**config.mk**
```make
export PLATFORM = sky130hd
export DESIGN_NAME = jpeg_bit_writer_with_stuffing_unit
export DESIGN_NICKNAME = d
export VERILOG_FILES = /design/src/rtl/jbws_pkg.sv /design/src/rtl/jbws_byte_sel.sv /design/src/rtl/jpeg_bit_writer_with_stuffing_unit.sv
export VERILOG_INCLUDE_DIRS = /design/src /design/src/rtl
export SDC_FILE = /design/constraint.sdc
export NUM_CORES = 1
export LEC_CHECK = 0
export ABC_AREA = 0
export BUFFER_PORTS_ARGS = -buffer_cell sky130_fd_sc_hd__buf_2
export CAP_MARGIN = 30
export CORE_MARGIN = 2
export CORE_UTILIZATION = 50
export DETAILED_ROUTE_END_ITERATION = 16
export HOLD_SLACK_MARGIN = 0.12
export MAX_ROUTING_LAYER = met4
export PLACE_DENSITY = 0.7
export SETUP_SLACK_MARGIN = 0.3
export SLEW_MARGIN = 0
export SYNTH_ARGS = -nofsm -noshare
export SYNTH_HDL_FRONTEND = slang
export SYNTH_SLANG_ARGS = --single-unit
```
**constraint.sdc**
```tcl
create_clock -name clock -period 3 [get_ports clock]
set_clock_uncertainty 0.05 [all_clocks]
set_input_delay 0.15 -clock clock [delete_from_list [all_inputs] [get_ports clock]]
set_output_delay 0.15 -clock clock [all_outputs]
set_load 0.02 [all_outputs]
```
**src/rtl/jpeg_bit_writer_with_stuffing_unit_assert.svh**
```systemverilog
// Assertion macros shared by the bit writer RTL.
`ifndef JPEG_BIT_WRITER_WITH_STUFFING_UNIT_ASSERT_SVH
`define JPEG_BIT_WRITER_WITH_STUFFING_UNIT_ASSERT_SVH

// Same-cycle implication, disabled during reset.
`define JBWS_ASSERT_NOW(lbl, clk, rst, ante, cons, msg) \
   lbl: assert property (@(posedge clk) disable iff (rst) (ante) |-> (cons)) \
      else $error(msg);

// Next-cycle implication, disabled during reset.
`define JBWS_ASSERT_NEXT(lbl, clk, rst, ante, cons, msg) \
   lbl: assert property (@(posedge clk) disable iff (rst) (ante) |=> (cons)) \
      else $error(msg);

`endif

```
**src/rtl/jbws_pkg.sv**
```systemverilog
`timescale 1ns / 1ps
package jbws_pkg;

   localparam int OP_W    = 3;
   localparam int WORD_W  = 32;
   localparam int BYTE_W  = 8;
   localparam int SHIFT_W = 5;
   localparam int CNT_W   = 5;
   localparam int PEND_W  = 7;
   localparam int PCNT_W  = 3;
   localparam int REM_W   = 3;

   localparam logic [BYTE_W-1:0] MARKER_PREFIX = 8'hFF;
   localparam logic [BYTE_W-1:0] STUFF_BYTE    = 8'h00;

   typedef enum logic [OP_W-1:0] {
      OP_BITS   = 3'd0,
      OP_BYTE   = 3'd1,
      OP_WORD16 = 3'd2,
      OP_WORD32 = 3'd3,
      OP_MARKER = 3'd4
   } op_type;

endpackage

```
**src/rtl/jbws_byte_sel.sv**
```systemverilog
`timescale 1ns / 1ps
// Shared byte extractor: one barrel shift, low byte out.
module jbws_byte_sel (
   input  logic [jbws_pkg::WORD_W-1:0]  word,
   input  logic [jbws_pkg::SHIFT_W-1:0] shift,
   output logic [jbws_pkg::BYTE_W-1:0]  byte_out,
   output logic                         is_ff
);
   import jbws_pkg::*;

   logic [WORD_W-1:0] shifted;

   assign shifted  = word >> shift;
   assign byte_out = shifted[BYTE_W-1:0];
   assign is_ff    = (shifted[BYTE_W-1:0] == MARKER_PREFIX);

endmodule

```
**src/rtl/jpeg_bit_writer_with_stuffing_unit.sv**
```systemverilog
`timescale 1ns / 1ps
// JPEG entropy bit writer with 0xFF stuffing. A transaction on the req_
// channel either appends 0..MAX_CODE_BITS code bits MSB first (op 0), or
// writes one byte, a 16-bit or 32-bit word in the chosen byte order, or a
// marker (0xFF then the code). Each stream byte leaves as one rsp_
// transaction, rsp_last marking the final byte of the request. Complete
// bytes built from code bits get a 0x00 inserted after every 0xFF; raw and
// marker writes bypass the bit cache and leave up to 7 pending bits alone.
// Timing: the request is taken into the word and shift registers, then one
// shared shifter picks one byte per cycle into the output register while the
// output is not stalled; a request gives N output bytes (N = 0..4 at the
// default code length, up to 6 at 17). req_stall is high while the bytes
// of a request are being produced; a new request is taken while the final
// byte still waits in the output register.
module jpeg_bit_writer_with_stuffing_unit #(
   parameter int MAX_CODE_BITS = 16
) (
   input  logic                         clock,
   input  logic                         reset,
   input  logic                         req_valid,
   output logic                         req_stall,
   input  logic [jbws_pkg::OP_W-1:0]    req_op,
   input  logic [jbws_pkg::WORD_W-1:0]  req_value,
   input  logic [jbws_pkg::CNT_W-1:0]   req_bit_count,
   input  logic                         req_little_endian,
   output logic                         rsp_valid,
   input  logic                         rsp_stall,
   output logic [jbws_pkg::BYTE_W-1:0]  rsp_out_byte,
   output logic                         rsp_last
);
   import jbws_pkg::*;

`include "jpeg_bit_writer_with_stuffing_unit_assert.svh"

   // Pending bits plus one saturated code.
   localparam int ACC_W = PEND_W + MAX_CODE_BITS;
   localparam logic [CNT_W-1:0] CODE_LIMIT = CNT_W'(MAX_CODE_BITS);
   localparam logic [SHIFT_W-1:0] BYTE_STEP = SHIFT_W'(BYTE_W);

   typedef enum logic {
      ST_IDLE,
      ST_EMIT
   } state_type;

   state_type            state_ff, state_in;
   logic [PEND_W-1:0]    pending_bits_ff, pending_bits_in;
   logic [PCNT_W-1:0]    pending_count_ff, pending_count_in;
   logic [WORD_W-1:0]    word_ff, word_in;
   logic [SHIFT_W-1:0]   shift_ff, shift_in;
   logic                 dir_up_ff, dir_up_in;      // byte order walk
   logic [REM_W-1:0]     remain_ff, remain_in;      // bytes left to pick
   logic                 stuff_en_ff, stuff_en_in;  // code-bit bytes only
   logic                 stuff_ff, stuff_in;        // 0x00 owed next
   logic                 rsp_valid_ff, rsp_valid_in;
   logic [BYTE_W-1:0]    rsp_byte_ff, rsp_byte_in;
   logic                 rsp_last_ff, rsp_last_in;

   logic                 accept;
   logic                 slot_free;
   logic [CNT_W-1:0]     n_bits;
   logic [WORD_W-1:0]    code_mask;
   logic [ACC_W-1:0]     acc;
   logic [CNT_W-1:0]     total;
   logic [PCNT_W-1:0]    rem_bits;
   logic [BYTE_W-1:0]    sel_byte;
   logic                 sel_is_ff;
   logic                 owe_stuff;

   assign accept    = req_valid && !req_stall;
   assign slot_free = !rsp_valid_ff || !rsp_stall;

   assign req_stall    = (state_ff != ST_IDLE);
   assign rsp_valid    = rsp_valid_ff;
   assign rsp_out_byte = rsp_byte_ff;
   assign rsp_last     = rsp_last_ff;

   // Append path: merge the code below the pending bits.
   always_comb begin
      n_bits    = (req_bit_count > CODE_LIMIT) ? CODE_LIMIT : req_bit_count;
      code_mask = (WORD_W'(1) << n_bits) - WORD_W'(1);
      acc       = (ACC_W'(pending_bits_ff) << n_bits) | ACC_W'(req_value & code_mask);
      total     = CNT_W'(pending_count_ff) + n_bits;
      rem_bits  = total[PCNT_W-1:0];
   end

   // The one shifter that produces every output byte but the stuffing 0x00.
   jbws_byte_sel u_byte_sel (
      .word     (word_ff),
      .shift    (shift_ff),
      .byte_out (sel_byte),
      .is_ff    (sel_is_ff)
   );

   assign owe_stuff = stuff_en_ff && sel_is_ff;

   always_comb begin
      state_in         = state_ff;
      pending_bits_in  = pending_bits_ff;
      pending_count_in = pending_count_ff;
      word_in          = word_ff;
      shift_in         = shift_ff;
      dir_up_in        = dir_up_ff;
      remain_in        = remain_ff;
      stuff_en_in      = stuff_en_ff;
      stuff_in         = stuff_ff;
      rsp_valid_in     = rsp_valid_ff && rsp_stall;
      rsp_byte_in      = rsp_byte_ff;
      rsp_last_in      = rsp_last_ff;

      case (state_ff)
         ST_IDLE: begin
            if (accept) begin
               stuff_en_in = 1'b0;
               stuff_in    = 1'b0;
               dir_up_in   = 1'b0;
               word_in     = req_value;
               shift_in    = '0;
               remain_in   = '0;
               case (op_type'(req_op))
                  OP_BITS: begin
                     word_in          = WORD_W'(acc);
                     shift_in         = SHIFT_W'(total) - BYTE_STEP;
                     remain_in        = REM_W'(total >> 3);
                     stuff_en_in      = 1'b1;
                     pending_bits_in  = acc[PEND_W-1:0] &
                                        ((PEND_W'(1) << rem_bits) - PEND_W'(1));
                     pending_count_in = rem_bits;
                  end
                  OP_BYTE: begin
                     remain_in = REM_W'(1);
                  end
                  OP_WORD16: begin
                     remain_in = REM_W'(2);
                     dir_up_in = req_little_endian;
                     shift_in  = req_little_endian ? '0 : BYTE_STEP;
                  end
                  OP_WORD32: begin
                     remain_in = REM_W'(4);
                     dir_up_in = req_little_endian;
                     shift_in  = req_little_endian ? '0 : SHIFT_W'(3 * BYTE_W);
                  end
                  OP_MARKER: begin
                     // prefix sits one byte above the code
                     word_in   = {{(WORD_W - 2 * BYTE_W){1'b0}}, MARKER_PREFIX,
                                  req_value[BYTE_W-1:0]};
                     remain_in = REM_W'(2);
                     shift_in  = BYTE_STEP;
                  end
                  default: begin
                     remain_in = '0;
                  end
               endcase
               if (remain_in != '0) begin
                  state_in = ST_EMIT;
               end
            end
         end
         ST_EMIT: begin
            if (slot_free) begin
               rsp_valid_in = 1'b1;
               if (stuff_ff) begin
                  rsp_byte_in = STUFF_BYTE;
                  rsp_last_in = (remain_ff == '0);
                  stuff_in    = 1'b0;
                  if (remain_ff == '0) begin
                     state_in = ST_IDLE;
                  end
               end else begin
                  rsp_byte_in = sel_byte;
                  rsp_last_in = (remain_ff == REM_W'(1)) && !owe_stuff;
                  stuff_in    = owe_stuff;
                  remain_in   = remain_ff - REM_W'(1);
                  shift_in    = dir_up_ff ? shift_ff + BYTE_STEP : shift_ff - BYTE_STEP;
                  if ((remain_ff == REM_W'(1)) && !owe_stuff) begin
                     state_in = ST_IDLE;
                  end
               end
            end
         end
         default: begin
            state_in = ST_IDLE;
         end
      endcase
   end

   always_ff @(posedge clock) begin
      if (reset) begin
         state_ff         <= ST_IDLE;
         pending_bits_ff  <= '0;
         pending_count_ff <= '0;
         remain_ff        <= '0;
         stuff_en_ff      <= 1'b0;
         stuff_ff         <= 1'b0;
         dir_up_ff        <= 1'b0;
         rsp_valid_ff     <= 1'b0;
      end else begin
         state_ff         <= state_in;
         pending_bits_ff  <= pending_bits_in;
         pending_count_ff <= pending_count_in;
         remain_ff        <= remain_in;
         stuff_en_ff      <= stuff_en_in;
         stuff_ff         <= stuff_in;
         dir_up_ff        <= dir_up_in;
         rsp_valid_ff     <= rsp_valid_in;
      end
      word_ff     <= word_in;
      shift_ff    <= shift_in;
      rsp_byte_ff <= rsp_byte_in;
      rsp_last_ff <= rsp_last_in;
   end

   // An owed stuffing byte always follows a held, non-final 0xFF.
   `JBWS_ASSERT_NOW(a_stuff_after_ff, clock, reset, stuff_ff, rsp_valid_ff && (rsp_byte_ff == MARKER_PREFIX) && !rsp_last_ff, "stuff owed without a held 0xFF")
   // While busy there is always another byte to produce.
   `JBWS_ASSERT_NOW(a_busy_has_work, clock, reset, state_ff == ST_EMIT, (remain_ff != '0) || stuff_ff, "busy with nothing left")
   // The bit cache only moves when a request is taken.
   `JBWS_ASSERT_NEXT(a_cache_stable, clock, reset, state_ff == ST_EMIT, $stable(pending_count_ff) && $stable(pending_bits_ff), "bit cache moved while busy")

endmodule

```
==> flow_summary.json <==
{
  "ys_dominant_reg_cell": "edfxtp_1",
  "power.share.clock_pct": 25.9,
  "htree_levels": 3,
  "initialDrtViolationCount": 432,
  "grt_overflow": 0,
  "p_leak_nw": 2.405,
  "dieArea_um2": 11420,
  "setup_viol": 0,
  "drtAntennaViolNets": 0,
  "start_util_pct": 51.47,
  "reg2reg_slack_ps": 210,
  "r2r-end": "req_stall",
  "area_growth_pct": 23.04,
  "setup_tns_ps": 0,
  "outcome": "finished, final reports clean",
  "rsz0062_at_grt": "true",
  "insertion_delay_ps": 350,
  "cp.arrival_ps": 2960,
  "yosys-top-cells-area": "edfxtp_1 (26%), mux4_2 (13%), dfxtp_1 (6.8%), mux2i_1 (5.3%), nand2_1 (5.0%)",
  "syn_nets": 629,
  "timing.final.crit_share_pct": 93.10,
  "multi_input_area_um2": 3278,
  "drv_cap": 0,
  "regArea_um2": 1742,
  "synth_area_um2": 5290,
  "yosysMostFrequentCell": "nand2_1",
  "ys_ff_latch": 64,
  "r2r_start": "shift_ff[1]",
  "p_int_w": 0.001806,
  "max_stage_delay_ps": 550,
  "gr-usage-all-layers_pct": 30.00,
  "synth_edf_count": 46,
  "fill_cells": 869,
  "clock-sinks": 64,
  "cts.path.max_buffers": 2,
  "r2r_cells": 10,
  "netlist_top_cells_count": "nand2_1 (70), nor2_1 (51), edfxtp_1 (46)",
  "io_buffers": 55,
  "yosysTopAreaCell": "edfxtp_1",
  "grt_pass1_vias": 4939,
  "grt_max_degree": 43,
  "drt-vias-per-instance": 6.549,
  "clk_pin_slew_worst_paths_ps": 70,
  "design.core.area_um2": 10280,
  "seqPwrFrac_pct": 41.1,
  "synthCells": 578,
  "nets": 721,
  "hold_depth": 2,
  "crit_chain": "buf_6 -> buf_16 -> mux4_2 -> nand2_1 -> a32oi_1 -> a21oi_1 -> nor2_1 -> a311o_1 -> a21oi_2 -> a311oi_1",
  "worst_slew_pin_slew_ps": 649.6,
  "drv_slew": 0,
  "vias": 5311,
  "grt_pass1_wl_mm": 25.75,
  "dpl_worst_slack_ps": 216.7,
  "setup_ws_ps": 207.1,
  "slowest_stage": "mux4_2",
  "grt_antenna_before_repair": 0,
  "ioPinCount": 56,
  "slew_headroom_pct": 56.69,
  "n_antenna_cell": 0,
  "crit_required_ps": 3170,
  "powerDensity_nw_per_um2": 420.9,
  "worst_setup_path_end_kind": "register",
  "min_period_ps": 2793,
  "yosys_warnings": 0,
  "min_path_type": "in2reg",
  "worstSetupStartpointType": "register",
  "hold_viol_final": 0,
  "drc_errors": 0,
  "cts_tree": "done",
  "ys_seq_area_share_pct": 32.92,
  "cp_max_fo": 11,
  "fp-row-count": 37,
  "p_sw_share_pct": 34.06,
  "synth_async_sr_flop_share_pct": 0,
  "clockRootBuffer": "clkbuf_8",
  "whs_endpoint": "word_ff[13]",
  "drtPass1Iterations": 5,
  "dp_hpwl_mm": 11.32,
  "gp_congestion": 1.017,
  "synth.distinct_cells": 66,
  "drive_gt1_share_pct": 26.37,
  "switching_power_w": 0.0009331,
  "synth_top_area_share_pct": 26.11,
  "worstHoldStart": "req_value[13]",
  "syn_avg_cell_area_um2": 9.152,
  "peakVddDrop_uv": 221.6,
  "cts-buffers-inserted": 9,
  "critical_path_class": "reg2reg",
  "die_y_um": 106.9,
  "fmax_mhz": 358.0,
  "die_w_um": 106.9,
  "wire_per_inst_um": 20.99,
  "power.share.combinational_pct": 33.0,
  "wl_mm": 17.02
}
[critical path, delay by kind of cell (launching register included)]
kind	cells	cell delay, ps
buf+inv	2	330
simple gates	2	200
compound gates	5	1040
mux	1	550
flops	1	500
[routing by layer]
layer / GRT usage, % / part of all wire, %
met4: 15.21 / 5.2
met3: 5.228 / 9.2
met5: - / 0
met2: 48.73 / 49
met1: 36.12 / 37
[cell families after synthesis]
kind of cell	after synthesis	share of synthesized area (%)
compound gates	151	17.72
xor+xnor	7	1.159
fa+ha+maj	7	1.750
buf+inv	69	6.504
flops	64	32.92
mux	69	20.62
simple gates	211	19.32
[placed cells by master, fill, tap and decap left out, types with 11 or more instances in the layout]
cell type / count
a21oi_1: 44
edfxtp_1: 46
nor3_1: 14
buf_2: 55
inv_1: 13
dfxtp_1: 18
mux4_2: 31
buf_4: 31
nand3_1: 18
o21ai_1: 30
dlygate4sd3_1: 32
a22oi_1: 11
nand2_1: 70
nor2_1: 49
mux2i_1: 25
[worst max-delay path by stage]
stage,start,endpoint,slack (ps),cells past startpoint
2_1_floorplan,req_bit_count[4],pending_bits_ff[4],320,15
3_3_place_gp,shift_ff[0],req_stall,250,9
3_5_place_dp,shift_ff[0],req_stall,220,9
4_1_cts,shift_ff[1],req_stall,280,9
5_1_grt,shift_ff[1],req_stall,60,10
6_report,shift_ff[1],req_stall,210,10
[state kept, by name, indices dropped and copies added (netlist names), 3 cells and up]
| name | cells |
|---|---|
| pending_bits_ff | 7 |
| pending_count_ff | 3 |
| remain_ff | 3 |
| rsp_out_byte | 8 |
| shift_ff | 5 |
| word_ff | 32 |
[through the flow]
step                hold slack [ps]  util [%]  cell area [µm²]  cells  total power (W)
global placement              378.7     55.36             5689    747         0.001865
detailed placement            380.3     55.36             5689    747         0.001878
global route                  136.2     63.33             6509    811         0.002853
floorplan                     250.2         -             5295    578         0.001654
finish                        142.0     63.33             6509    811         0.002739
CTS                           126.6     61.37             6307    801         0.002645
[repair_timing]
item / in CTS / in global routing
gates resized for setup: 6 / 17
setup endpoints to repair: 2 / 3
gates cloned: 2 / 3
pin swaps: 1 / 3
setup buffers: 4 / 7
endpoints found under the hold margin: 38 / 0
hold buffers: 32 / 0
[final cells by class]
cell class	instances	area share [%]
tap	136	2.614
clock buffer	10	2.288
timing repair buffer	128	15.99
inverter	22	1.403
multi-input combinational	445	50.37
clock inverter	6	0.5767
sequential	64	26.76
[power by group through the flow]
stage	clock, W	sequential [W]	combinational (W)
2_1_floorplan	0	0.00111	0.000539
3_3_place_gp	0	0.00114	0.000722
3_5_place_dp	0	0.00115	0.000731
4_1_cts	0.000722	0.00113	0.000797
5_1_grt	0.000756	0.00113	0.000966
6_report	0.000708	0.00113	0.000904
No activity file was read; power rests on OpenSTA's default activity.
